<file path="src/rtl/core/fresnel_reflectance_defines.svh">
// Assertion macros used by the fresnel reflectance top level.
`ifndef FRESNEL_REFLECTANCE_DEFINES_SVH
`define FRESNEL_REFLECTANCE_DEFINES_SVH

// Condition must hold at every edge outside reset.
`define FR_ASSERT_ALWAYS(label, clk, rst_n, cond, msg) \
	label: assert property (@(posedge clk) disable iff (!rst_n) (cond)) else $error(msg);

// When ante holds, cons must hold in the same cycle.
`define FR_ASSERT_IMPLY(label, clk, rst_n, ante, cons, msg) \
	label: assert property (@(posedge clk) disable iff (!rst_n) (ante) |-> (cons)) \
		else $error(msg);

`endif

</file>
<file path="src/rtl/core/fr_fdiv.sv">
// Pipelined restoring fraction divider, one quotient bit per stage.
`timescale 1ns / 1ps
module fr_fdiv #(
	parameter int Q_W    = 15,
	parameter int NUM_W  = 32,
	parameter int SIDE_W = 1
) (
	input  logic              clk,
	input  logic              arst_n,
	input  logic              en,
	input  logic              in_vld,
	input  logic [NUM_W-1:0]  num,
	input  logic [NUM_W-1:0]  den,
	input  logic [SIDE_W-1:0] side_in,
	output logic              out_vld,
	output logic [Q_W-1:0]    quo,
	output logic [SIDE_W-1:0] side_out
);
	logic [NUM_W-1:0]  num_s  [Q_W];
	logic [NUM_W-1:0]  den_s  [Q_W];
	logic [Q_W-1:0]    q_s    [Q_W];
	logic [SIDE_W-1:0] side_s [Q_W];
	logic [Q_W-1:0]    vld_s;

	logic [NUM_W-1:0]  cur_num  [Q_W];
	logic [NUM_W-1:0]  cur_den  [Q_W];
	logic [Q_W-1:0]    cur_q    [Q_W];
	logic [SIDE_W-1:0] cur_side [Q_W];
	logic [NUM_W-1:0]  nxt_num  [Q_W];
	logic [Q_W-1:0]    nxt_q    [Q_W];

	always_comb begin
		logic [NUM_W:0] sh;
		logic           take;
		cur_num[0]  = num;
		cur_den[0]  = den;
		cur_q[0]    = '0;
		cur_side[0] = side_in;
		for (int k = 1; k < Q_W; k++) begin
			cur_num[k]  = num_s[k-1];
			cur_den[k]  = den_s[k-1];
			cur_q[k]    = q_s[k-1];
			cur_side[k] = side_s[k-1];
		end
		for (int k = 0; k < Q_W; k++) begin
			sh   = {cur_num[k], 1'b0};
			take = sh >= {1'b0, cur_den[k]};
			nxt_num[k] = take ? NUM_W'(sh - {1'b0, cur_den[k]}) : NUM_W'(sh);
			nxt_q[k]   = {cur_q[k][Q_W-2:0], take};
		end
	end

	always_ff @(posedge clk or negedge arst_n) begin
		if (!arst_n) begin
			vld_s <= '0;
		end else if (en) begin
			vld_s <= {vld_s[Q_W-2:0], in_vld};
		end
	end

	always_ff @(posedge clk) begin
		if (en) begin
			for (int k = 0; k < Q_W; k++) begin
				num_s[k]  <= nxt_num[k];
				den_s[k]  <= cur_den[k];
				q_s[k]    <= nxt_q[k];
				side_s[k] <= cur_side[k];
			end
		end
	end

	assign out_vld  = vld_s[Q_W-1];
	assign quo      = q_s[Q_W-1];
	assign side_out = side_s[Q_W-1];
endmodule

</file>
<file path="config.mk">
export PLATFORM = sky130hd
export DESIGN_NAME = fr_fdiv
export DESIGN_NICKNAME = d
export VERILOG_FILES = /design/src/rtl/core/fresnel_reflectance_defines.svh /design/src/rtl/core/fr_fdiv.sv
export SDC_FILE = /design/constraint.sdc
export NUM_CORES = 2
export LEC_CHECK = 0
export BUFFER_PORTS_ARGS = -buffer_cell sky130_fd_sc_hd__buf_2
export CORE_MARGIN = 4
export CORE_UTILIZATION = 55
export CTS_BUF_LIST = sky130_fd_sc_hd__clkbuf_4
export DETAILED_ROUTE_END_ITERATION = 12
export PLACE_DENSITY = 0.72
export SLEW_MARGIN = 10
export SYNTH_ARGS = -nofsm -noshare
export SYNTH_HDL_FRONTEND = slang
export SYNTH_SLANG_ARGS = --single-unit
</file>
<file path="constraint.sdc">
create_clock -name clk -period 10.1 [get_ports clk]
set_input_delay 2.02 -clock clk [delete_from_list [all_inputs] [get_ports clk]]
set_output_delay 2.02 -clock clk [all_outputs]
set_load 0.01 [all_outputs]
</file>
==> results.yml <==
power_and_ir_drop:
  vdd_ir_drop_max_mv: 0.118
  p_seq_share_pct: 33.4
  clockPowerShare_pct: 16.9
  p_leak_nw: 28.4
  p_int_w: 0.0131
  switchingPower_w: 0.00818
  powerDensity_nw_per_um2: 313
  p_comb_share_pct: 49.6
  swShare_pct: 38.4
logic_synthesis:
  synth_xor_area_share_pct: 5.04
  synth.area.mux_share_pct: 5.64
  synth-compound-area-share_pct: 15.1
  synthCells: 5681
  synth_top_area_share_pct: 49.5
  seq_area_frac_synth_pct: 50.1
  ys.flop_type: "edfxtp_1"
  yosysUniqueCellTypes: 88
  synth_top_family_by_area: "compound AO/OA/AOI/OAI gates"
  post_synth.cell_area_avg_um2: 11.0
  synth_seq_cells: 1046
  synth_top_area_cell: "edfxtp_1"
  synth.area.top_cells: "edfxtp_1, ha_1, mux2_2"
  netlist_area_um2: 62600
  yosysWarningCount: 0
  async_flop_share_pct: 1.43
  synth_enable_flop_cells: 1031
  synthSimpleGateAreaFrac_pct: 9.65
  syn_nets: 6243
  synthAdderAreaFrac_pct: 10.0
critical_path:
  crit_arrival_ns: 5.74
  path_max_fanout: 33
  crit_path_start_kind: "input port"
  cp.required_ns: 10.91
  crit_buf_inv: 2
  critPathKind: "input port to flop"
  max_stage_delay_ns: 0.61
  cp_top_family: "compound AO/OA/AOI/OAI gates"
  crit_path_end_kind: "flop"
  slowest_stage: "a311oi_1"
  worstPathCellList: "buf_2 > inv_1 > ha_1 > nor2b_1 > o31a_1 > o41ai_1 > nor3_1 > o211ai_1 > nand2_1 > a311oi_1 > o21bai_4 > mux2_2"
place:
  dp.cells: 7161
  place_hpwl_mm: 107
  place.gp.congestion: 0.943
  portBuffers: 85
clock_network:
  cts_max_path_buffers: 4
  cts_hold_buf: 0
  numCtsBuffers: 300
  clock_sinks: 1046
  worstSkewPairLatency_ns: 1.17
  cts.clk_slew.worst_paths_ns: 0.05
  cts.repair.resized: 0
  cts_setup_buffers: 0
  cts_tree: "yes"
  cts_root_buf: "clkbuf_4"
  cts.htree.levels: 5
detailed_routing:
  drt-initial-drc-count: 1730
  remaining_drc_errors: 0
  finalWirelength_mm: 140
  vias_per_cell: 5.69
  first_pass_iters: 6
  antenna_left: 0
  wire_per_inst_um: 18.3
  num_vias: 43500
floorplanning:
  core_um2: 113000
  rows: 123
  die_w_um: 345
  start_util_pct: 55.5
  dieArea_um2: 119000
  fp.dieH_um: 345
  ios: 86
timing:
  worst_slew_pin_slew_ns: 1.20
  setup-violations-final: 0
  grt_setup_unrepaired: "false"
  finalCritPeriodShare_pct: 48.8
  max_slew_margin_pct: 19.9
  hold_viol: 0
  fin_crit_ns: 4.93
  slew_violations: 0
  tns_ns: 0
  finalClockSkew_ns: 0.0928
  fmax_mhz: 203
cells_and_area:
  final_common_cell: "edfxtp_1"
  fillers: 9315
  fin_cells: 7638
  final_cell_mix: "edfxtp_1, inv_1, ha_1, a21oi_1, clkbuf_4"
  area_growth_syn_to_layout_pct: 8.86
  drive_gt1_share_pct: 14.7
  fin_nets: 6525
flow_run:
  maxCapViolCount: 0
global_routing:
  grt_max_degree: 179
  grt_pass1_vias: 45600
  grt_usage_pct: 23.2
  grt_pass1_wl_mm: 224
  grt_overflow_total: 0
  antenna_found_initial: 1
status:
  run_status: "finished, final reports clean"
worst_hold_path:
  hold_class: "flop to flop"
[synthesized netlist by cell type (all sizes together) (9+ instances only)]
cell	number
buf	25
xor2	134
o21ai	297
o211ai	31
fa	14
xnor2	226
or4	11
or3	24
o21a	77
a211o	16
and4	15
nor4	22
a221oi	10
a21oi	451
a21boi	19
a211oi	38
mux2	295
nor2b	67
nor2	339
nor3	84
o31a	20
o41ai	9
o31ai	34
inv	602
a2111oi	11
o21bai	64
and3	46
or2	22
nand3	92
a31o	14
nand2	347
dfrtp	15
clkbuf	110
o2111ai	13
a21o	218
nand2b	48
edfxtp	1031
a311oi	13
nand4	70
o311ai	14
mux2i	21
a31oi	67
and2	40
ha	479
[sequential cells by signal, summed over array words and instances (netlist names)]
signal,cells
den_s,448
num_s,448
q_s,120
side_s,15
vld_s,15
[power groups by stage]
stage / clock, W / sequential (W) / combinational [W]
detailed placement: 0 / 0.00720 / 0.0105
global placement: 0 / 0.00717 / 0.0104
global route: 0.00402 / 0.00723 / 0.0117
floorplan: 0 / 0.00695 / 0.00814
finish: 0.00361 / 0.00712 / 0.0106
CTS: 0.00376 / 0.00712 / 0.0106
[through the flow]
stage	hold WS, ns	util (%)	worst slack [ns]	cell area [um2]	total power [W]
floorplan	0.400	-	5.18	62600	0.0151
global placement	0.400	57.4	4.08	64700	0.0175
detailed placement	0.405	57.4	4.06	64700	0.0177
CTS	0.389	60.4	5.14	68100	0.0214
global route	0.388	60.4	4.87	68100	0.0230
finish	0.390	60.4	5.17	68100	0.0213
[area by class of cell]
type                            instances  area, um2  area share, %
Sequential cell                      1046      31300           46.0
Multi-Input combinational cell       3898      28500           41.9
Clock buffer                          409       3070           4.51
Inverter                              602       2260           3.32
Tap cell                             1500       1880           2.75
Timing Repair Buffer                  115        711           1.04
Clock inverter                         67        354          0.520
Antenna cell                            1       2.50        0.00367
[kinds of logic (layout without fill, tap and decap cells)]
group,Yosys count,count (layout)
and+or+nand+nor,1256,1256
other,0,1
xor gates and xnor gates,360,360
muxes,316,316
buffers and inverters,737,1193
DFF,1046,1046
AOI/OAI and AO/OA,1473,1473
adders and majority gates,493,493
[worst register-to-register path, cell delays in order (launching register included)]
cell and delay, ns:
edfxtp_1 0.39, inv_1 0.07, ha_1 0.30, nor2b_1 0.20
o31a_1 0.20, o31ai_1 0.12, a211oi_1 0.63, a31oi_1 0.31
o41ai_1 0.61, a221o_1 0.37, a31oi_2 0.30, inv_2 0.60
mux2_2 0.48
[metal layers]
metal | vias up | wire length (um) | part of all wire (%) | track usage [%]
met2 | 1011 | 77300 | 55 | 46.0
met3 | 472 | 4820 | 3.4 | 3.79
met4 | 0 | 10500 | 7.5 | 17.1
met1 | 20400 | 47400 | 34 | 20.9
met5 | - | 0 | 0 | 0
li1 | 21600 | - | - | -
[worst paths after layout]
kind	startpoint	to	slack [ns]	cells past startpoint
max	den[1]	num_s[0][24]	5.17	12
min	side_s[0][2]	side_s[0][3]	0.39	0
max reg2reg	den_s[0][161]	num_s[0][218]	5.22	12
min reg2reg	side_s[0][2]	side_s[0][3]	0.39	0
max in group asynchronous	arst_n	vld_s[14]	9.02	1
min in group asynchronous	arst_n	vld_s[0]	0.80	1
No activity file was read; power rests on OpenSTA's default activity.
