<file path="config.mk">
export PLATFORM = sky130hd
export DESIGN_NAME = fr_isqrt
export DESIGN_NICKNAME = d
export VERILOG_FILES = /design/src/rtl/core/fresnel_reflectance_defines.svh /design/src/rtl/core/fr_isqrt.sv
export SDC_FILE = /design/constraint.sdc
export NUM_CORES = 1
export LEC_CHECK = 0
export ABC_AREA = 1
export BUFFER_PORTS_ARGS = -buffer_cell sky130_fd_sc_hd__buf_2
export CAP_MARGIN = 20
export CORE_AREA = 2 2 287 289
export CTS_CLUSTER_DIAMETER = 80
export DETAILED_ROUTE_END_ITERATION = 8
export DIE_AREA = 0 0 289 291
export PLACE_DENSITY = 0.59
export SLEW_MARGIN = 20
export SYNTH_ARGS = -nofsm -noshare
export SYNTH_HDL_FRONTEND = slang
export SYNTH_SLANG_ARGS = --single-unit
</file>
<file path="constraint.sdc">
create_clock -name clk -period 4.45 [get_ports clk]
set_input_delay 0.6675 -clock clk [delete_from_list [all_inputs] [get_ports clk]]
set_output_delay 0.6675 -clock clk [all_outputs]
set_load 0.1 [all_outputs]
</file>
<file path="src/rtl/core/fresnel_reflectance_defines.svh">
// Assertion macros used by the fresnel reflectance top level.
`ifndef FRESNEL_REFLECTANCE_DEFINES_SVH
`define FRESNEL_REFLECTANCE_DEFINES_SVH

// Condition must hold at every edge outside reset.
`define FR_ASSERT_ALWAYS(label, clk, rst_n, cond, msg) \
	label: assert property (@(posedge clk) disable iff (!rst_n) (cond)) else $error(msg);

// When ante holds, cons must hold in the same cycle.
`define FR_ASSERT_IMPLY(label, clk, rst_n, ante, cons, msg) \
	label: assert property (@(posedge clk) disable iff (!rst_n) (ante) |-> (cons)) \
		else $error(msg);

`endif

</file>
<file path="src/rtl/core/fr_isqrt.sv">
// Pipelined integer square root, one root bit per stage.
`timescale 1ns / 1ps
module fr_isqrt #(
	parameter int IN_W   = 31,
	parameter int OUT_W  = 16,
	parameter int SIDE_W = 1
) (
	input  logic              clk,
	input  logic              arst_n,
	input  logic              en,
	input  logic              in_vld,
	input  logic [IN_W-1:0]   rad,
	input  logic [SIDE_W-1:0] side_in,
	output logic              out_vld,
	output logic [OUT_W-1:0]  root,
	output logic [SIDE_W-1:0] side_out
);
	localparam int W = 2 * OUT_W + 1;

	logic [W-1:0]      rem_s  [OUT_W];
	logic [OUT_W-1:0]  root_s [OUT_W];
	logic [SIDE_W-1:0] side_s [OUT_W];
	logic [OUT_W-1:0]  vld_s;

	logic [W-1:0]      cur_rem  [OUT_W];
	logic [OUT_W-1:0]  cur_root [OUT_W];
	logic [SIDE_W-1:0] cur_side [OUT_W];
	logic [W-1:0]      nxt_rem  [OUT_W];
	logic [OUT_W-1:0]  nxt_root [OUT_W];

	// rem holds rad - root^2; adding bit b grows root^2 by root*2^(b+1) + 4^b
	always_comb begin
		logic [W-1:0] cand;
		cur_rem[0]  = W'(rad);
		cur_root[0] = '0;
		cur_side[0] = side_in;
		for (int k = 1; k < OUT_W; k++) begin
			cur_rem[k]  = rem_s[k-1];
			cur_root[k] = root_s[k-1];
			cur_side[k] = side_s[k-1];
		end
		for (int k = 0; k < OUT_W; k++) begin
			cand = (W'(cur_root[k]) << (OUT_W - k)) + (W'(1) << (2 * (OUT_W - 1 - k)));
			if (cur_rem[k] >= cand) begin
				nxt_rem[k]  = cur_rem[k] - cand;
				nxt_root[k] = cur_root[k] | (OUT_W'(1) << (OUT_W - 1 - k));
			end else begin
				nxt_rem[k]  = cur_rem[k];
				nxt_root[k] = cur_root[k];
			end
		end
	end

	always_ff @(posedge clk or negedge arst_n) begin
		if (!arst_n) begin
			vld_s <= '0;
		end else if (en) begin
			vld_s <= {vld_s[OUT_W-2:0], in_vld};
		end
	end

	always_ff @(posedge clk) begin
		if (en) begin
			for (int k = 0; k < OUT_W; k++) begin
				rem_s[k]  <= nxt_rem[k];
				root_s[k] <= nxt_root[k];
				side_s[k] <= cur_side[k];
			end
		end
	end

	assign out_vld  = vld_s[OUT_W-1];
	assign root     = root_s[OUT_W-1];
	assign side_out = side_s[OUT_W-1];
endmodule

</file>
==> report_table.html <==
<table>
<tr><th>Metric</th><th>Value</th></tr>
<tr><th colspan="2">GRT</th></tr>
<tr><td>Number of antenna violations at the first check in global routing</td><td>0</td></tr>
<tr><td>Number of global-route vias before repair</td><td>25280</td></tr>
<tr><td>Overall overflow remaining after global route</td><td>0</td></tr>
<tr><td>Grt met3 use</td><td>0.02719</td></tr>
<tr><td>Total Routing Usage GR</td><td>0.2071</td></tr>
<tr><td>Met1 track demand over resource</td><td>0.2855</td></tr>
<tr><td>Wire length of the first global-routing pass</td><td>137.4 mm</td></tr>
<tr><td>Largest net degree at the start of global routing</td><td>114</td></tr>
<tr><td>Global-route layer with the greatest usage</td><td>met2</td></tr>
<tr><td>GR Layer Usage met2</td><td>0.3437</td></tr>
<tr><th colspan="2">Clock network</th></tr>
<tr><td>Total clock buffers created by CTS</td><td>74</td></tr>
<tr><td>Clock network latency to the later pin of the worst-skew pair</td><td>0.64 ns</td></tr>
<tr><td>Clock-pin slew reported for the worst setup and hold paths after clock tree synthesis</td><td>0.06 ns</td></tr>
<tr><td>Clock Sink Count</td><td>662</td></tr>
<tr><td>Number of buffers on the longest clock path</td><td>3</td></tr>
<tr><td>Buffer cell driving the clock tree root</td><td>clkbuf_16</td></tr>
<tr><td>TritonCTS clock tree</td><td>done</td></tr>
<tr><td>Number of gates resized after CTS</td><td>0</td></tr>
<tr><td>H-tree level count</td><td>3</td></tr>
<tr><td>Post-CTS setup repair buffer count</td><td>0</td></tr>
<tr><th colspan="2">Detailed routing</th></tr>
<tr><td>Final Routed Wirelength</td><td>86.59 mm</td></tr>
<tr><td>Antenna-violating nets left</td><td>0</td></tr>
<tr><td>Remaining routing DRC violations</td><td>0</td></tr>
<tr><td>Average wire per cell in the routed design</td><td>16.54 um</td></tr>
<tr><td>Ratio of routed vias to standard cells</td><td>5.025</td></tr>
<tr><td>Pre-Repair DR Iteration Count</td><td>7</td></tr>
<tr><td>Vias after detailed routing</td><td>26310</td></tr>
<tr><td>Iteration-0 DRC Markers</td><td>2012</td></tr>
<tr><th colspan="2">Timing</th></tr>
<tr><td>Worst-case headroom to the max-slew limit</td><td>0.3708</td></tr>
<tr><td>Pins over their slew limit</td><td>0</td></tr>
<tr><td>Actual slew at the worst max-slew pin</td><td>0.9396 ns</td></tr>
<tr><td>Clock Skew</td><td>0.04672 ns</td></tr>
<tr><td>Count of final hold-check violations</td><td>0</td></tr>
<tr><td>Setup repair after global routing missed its margin</td><td>false</td></tr>
<tr><td>Setup TNS Final</td><td>0 ns</td></tr>
<tr><td>Worst hold slack</td><td>0.2037 ns</td></tr>
<tr><td>Tcrit/Tclk final</td><td>0.6219</td></tr>
<tr><td>Tmin final</td><td>2.767 ns</td></tr>
<tr><td>Maximum operating frequency</td><td>361.4 MHz</td></tr>
<tr><td>Final number of setup-violating endpoints</td><td>0</td></tr>
<tr><td>Minimum setup slack in the final design</td><td>1.683 ns</td></tr>
<tr><th colspan="2">Critical path</th></tr>
<tr><td>Reg-to-reg setup timing slack</td><td>1.68 ns</td></tr>
<tr><td>Crit-path max cell delay</td><td>0.75 ns</td></tr>
<tr><td>Cell chain of the critical path</td><td>ha_1 -&gt; a21oi_1 -&gt; nand2_1 -&gt; a21oi_1 -&gt; nand2_1 -&gt; nor2b_2 -&gt; nand2_1 -&gt; nand2_1</td></tr>
<tr><td>Top cell by count, worst path</td><td>nand2_1</td></tr>
<tr><td>Reg-to-Reg Start</td><td>rem_s[1][53]$_DFFE_PP_</td></tr>
<tr><td>Logic depth of the worst register-to-register path</td><td>8</td></tr>
<tr><td>Reg-to-reg critical path endpoint</td><td>rem_s[1][87]$_DFFE_PP_</td></tr>
<tr><td>Critical Path End</td><td>rem_s[1][87]$_DFFE_PP_</td></tr>
<tr><td>Capturing element type of the critical path</td><td>flip-flop</td></tr>
<tr><td>Data arrival time at the worst-slack endpoint</td><td>3.24 ns</td></tr>
<tr><td>Element type at the critical path start</td><td>flip-flop</td></tr>
<tr><td>Critical Path Source</td><td>rem_s[1][53]$_DFFE_PP_</td></tr>
<tr><td>Max FO, Critical Path</td><td>20</td></tr>
<tr><td>Required time of the critical path</td><td>4.92 ns</td></tr>
<tr><td>Setup Crit Path Kind</td><td>reg2reg</td></tr>
<tr><td>Cell with the largest stage delay on the worst path</td><td>nor2b_2</td></tr>
<tr><th colspan="2">Power and ir drop</th></tr>
<tr><td>Leakage power figure</td><td>17.85 nW</td></tr>
<tr><td>Reported net switching power</td><td>0.005499 W</td></tr>
<tr><td>Seq pwr share</td><td>0.452</td></tr>
<tr><td>Share of power burned in combinational logic</td><td>0.195</td></tr>
<tr><td>Total power density per cell area</td><td>451.7 nW/um^2</td></tr>
<tr><td>Worst VDD drop</td><td>0.0003155 V</td></tr>
<tr><td>Clock network power share</td><td>0.353</td></tr>
<tr><td>Internal power</td><td>0.01270 W</td></tr>
<tr><td>Sw frac</td><td>0.3021</td></tr>
<tr><th colspan="2">Synthesis</th></tr>
<tr><td>Mean Syn Cell Area</td><td>9.058 um^2</td></tr>
<tr><td>Library cell occupying the most area in the post-synthesis netlist</td><td>edfxtp_1</td></tr>
<tr><td>Most common cell in the synthesized netlist</td><td>nand2_1</td></tr>
<tr><td>Most common flop cell mapped by yosys</td><td>edfxtp_1</td></tr>
<tr><td>Number of enable flip-flop cells after synthesis</td><td>646</td></tr>
<tr><td>Top cells by area, synth</td><td>edfxtp_1, nand2_1, inv_1</td></tr>
<tr><td>XOR/XNOR Fraction of Synth Area</td><td>0.02707</td></tr>
<tr><td>Post-synth top area share</td><td>0.5353</td></tr>
<tr><td>Yosys Warn Count</td><td>0</td></tr>
<tr><td>Syn Std Cell Area</td><td>36240 um^2</td></tr>
<tr><td>Cell count after synthesis</td><td>4001</td></tr>
<tr><td>Leading post-synthesis cells by instance count</td><td>nand2_1, edfxtp_1, inv_1, nor2_1, nand3_1</td></tr>
<tr><td>Post-synthesis share of cell area spent on full adders, half adders and majority gates</td><td>0.05110</td></tr>
<tr><td>Sequential cell area fraction in the yosys report</td><td>0.5463</td></tr>
<tr><td>Count of distinct cell types in the synthesized netlist</td><td>61</td></tr>
<tr><td>Share of synthesized cell area in and, or, nand and nor gates</td><td>0.2553</td></tr>
<tr><td>Post-synthesis mux area share</td><td>0.0006215</td></tr>
<tr><td>Proportion of synthesized flip-flops having asynchronous set or reset</td><td>0.02417</td></tr>
<tr><td>Compound-cell area share of the yosys netlist</td><td>0.04509</td></tr>
<tr><td>Flop and latch count out of synthesis</td><td>662</td></tr>
<tr><td>Main combinational cell family by area after synthesis</td><td>simple AND/OR/NAND/NOR gates</td></tr>
<tr><th colspan="2">Layout</th></tr>
<tr><td>Filler Cells Inserted</td><td>7615</td></tr>
<tr><td>Area added between synthesis and finish</td><td>11.18%</td></tr>
<tr><td>Share of post-route cells with drive strength above 1</td><td>0.08451</td></tr>
<tr><td># diodes</td><td>0</td></tr>
<tr><td>NumNets Final</td><td>4292</td></tr>
<tr><td>Multi-input gate area</td><td>13750 um^2</td></tr>
<tr><td>Reg area</td><td>19800 um^2</td></tr>
<tr><td>Finished Core Util</td><td>0.4962</td></tr>
<tr><th colspan="2">Outcome</th></tr>
<tr><td>Status</td><td>completed</td></tr>
<tr><th colspan="2">Placed design</th></tr>
<tr><td>Port bufs</td><td>53</td></tr>
<tr><td>Routability congestion estimate</td><td>0.9500</td></tr>
<tr><td>Worst slack at placement</td><td>1.657 ns</td></tr>
<tr><td>Placed wire-length estimate after detailed placement</td><td>66.59 mm</td></tr>
<tr><th colspan="2">Worst hold path</th></tr>
<tr><td>Type of the most critical hold path</td><td>in2reg</td></tr>
<tr><td>Worst hold path startpoint</td><td>rad[5]</td></tr>
<tr><th colspan="2">Floorplan</th></tr>
<tr><td>I/O pins</td><td>54</td></tr>
<tr><td>Placeable Area</td><td>81190 um^2</td></tr>
<tr><td>Die Height</td><td>291 um</td></tr>
<tr><td>Die width</td><td>289 um</td></tr>
<tr><td>Site row count</td><td>105</td></tr>
<tr><td>Effective utilization at floorplan</td><td>0.4464</td></tr>
<tr><td>Area of the die</td><td>84100 um^2</td></tr>
<tr><th colspan="2">Flow run</th></tr>
<tr><td>Number of maximum-capacitance violations</td><td>0</td></tr>
</table>
[cell type report]
class	count	share of cell area
Inverter	637	0.05947
Timing Repair Buffer	63	0.01062
Clock buffer	87	0.04823
Multi-Input combinational cell	2670	0.3413
Clock inverter	46	0.01578
Tap cell	1070	0.03323
Sequential cell	662	0.4914
[metrics by stage]
stage	total power (W)	instance area, um^2	instances
after floorplan	0.01075	36240	4002
after global placement	0.01187	37700	5101
final	0.01820	40290	5235
after global routing	0.01921	40290	5235
after detailed placement	0.01188	37700	5101
after CTS	0.01836	40290	5235
[registers in the layout, summed over array words and instances (netlist names)]
| signal | cells |
|---|---|
| rem_s | 494 |
| vld_s | 16 |
| root_s | 136 |
| side_s | 16 |
[power by group through the flow]
stage / registers [W] / logic [W] / clock network [W]
after global placement: 0.00836 / 0.00351 / 0
final: 0.00822 / 0.00355 / 0.00643
after global routing: 0.00829 / 0.00406 / 0.00685
after floorplan: 0.00815 / 0.00260 / 0
after detailed placement: 0.00836 / 0.00351 / 0
after CTS: 0.00824 / 0.00354 / 0.00659
[how the worst min path moves through the flow]
stage | endpoint | slack [ns] | depth (start not counted)
2_1_floorplan | vld_s[0]$_DFFE_PN0P_ | 0.37 | 0
3_3_place_gp | side_s[1][3]$_DFFE_PP_ | 0.40 | 0
3_5_place_dp | side_s[0][2]$_DFFE_PP_ | 0.40 | 0
4_1_cts | rem_s[0][19]$_DFFE_PP_ | 0.16 | 1
5_1_grt | rem_s[0][6]$_DFFE_PP_ | 0.16 | 1
6_report | rem_s[0][5]$_DFFE_PP_ | 0.20 | 1
[worst max-delay path, delay by kind of cell (launching register included)]
family | cells | cell delay (ns)
compound gates | 2 | 0.48
simple gates | 5 | 1.27
flops | 1 | 0.45
fa+ha+maj | 1 | 0.41
[layer usage]
metal  vias to the layer above  part of all wire
li1                      13360                 -
met1                     12230              0.46
met2                       582              0.47
met3                       134             0.047
met4                         0             0.024
met5                         -                 0
[cell usage in the layout, fill, tap and decap left out, types with 16 or more instances in the layout]
| master | n |
|---|---|
| o21ai_0 | 50 |
| inv_2 | 19 |
| o21ai_1 | 19 |
| ha_1 | 148 |
| nor3_1 | 50 |
| nand4_1 | 81 |
| dfrtp_1 | 16 |
| nor2_2 | 19 |
| nand2_2 | 23 |
| a21oi_2 | 51 |
| nor4_1 | 32 |
| clkbuf_16 | 76 |
| inv_1 | 615 |
| xnor2_1 | 26 |
| nand2_1 | 1286 |
| nand3_1 | 255 |
| a21oi_1 | 104 |
| buf_2 | 52 |
| nor2_1 | 324 |
| edfxtp_1 | 646 |
| xor2_1 | 86 |
[cell families (layout without fill, tap and decap cells)]
kind of cell,after synthesis,after routing
mux,2,2
other cells,1,2
compound gates,261,261
flops,662,662
fa+ha+maj,148,148
simple gates,2145,2145
xor+xnor,112,112
buf+inv,670,833
[repair_timing]
| item | in CTS | in global routing |
|---|---|---|
| endpoints found under the setup margin | 0 | 0 |
| hold endpoints to repair | 16 | 0 |
| hold buffers | 1 | 0 |
Note: power is estimated with default switching activity, not from simulation.
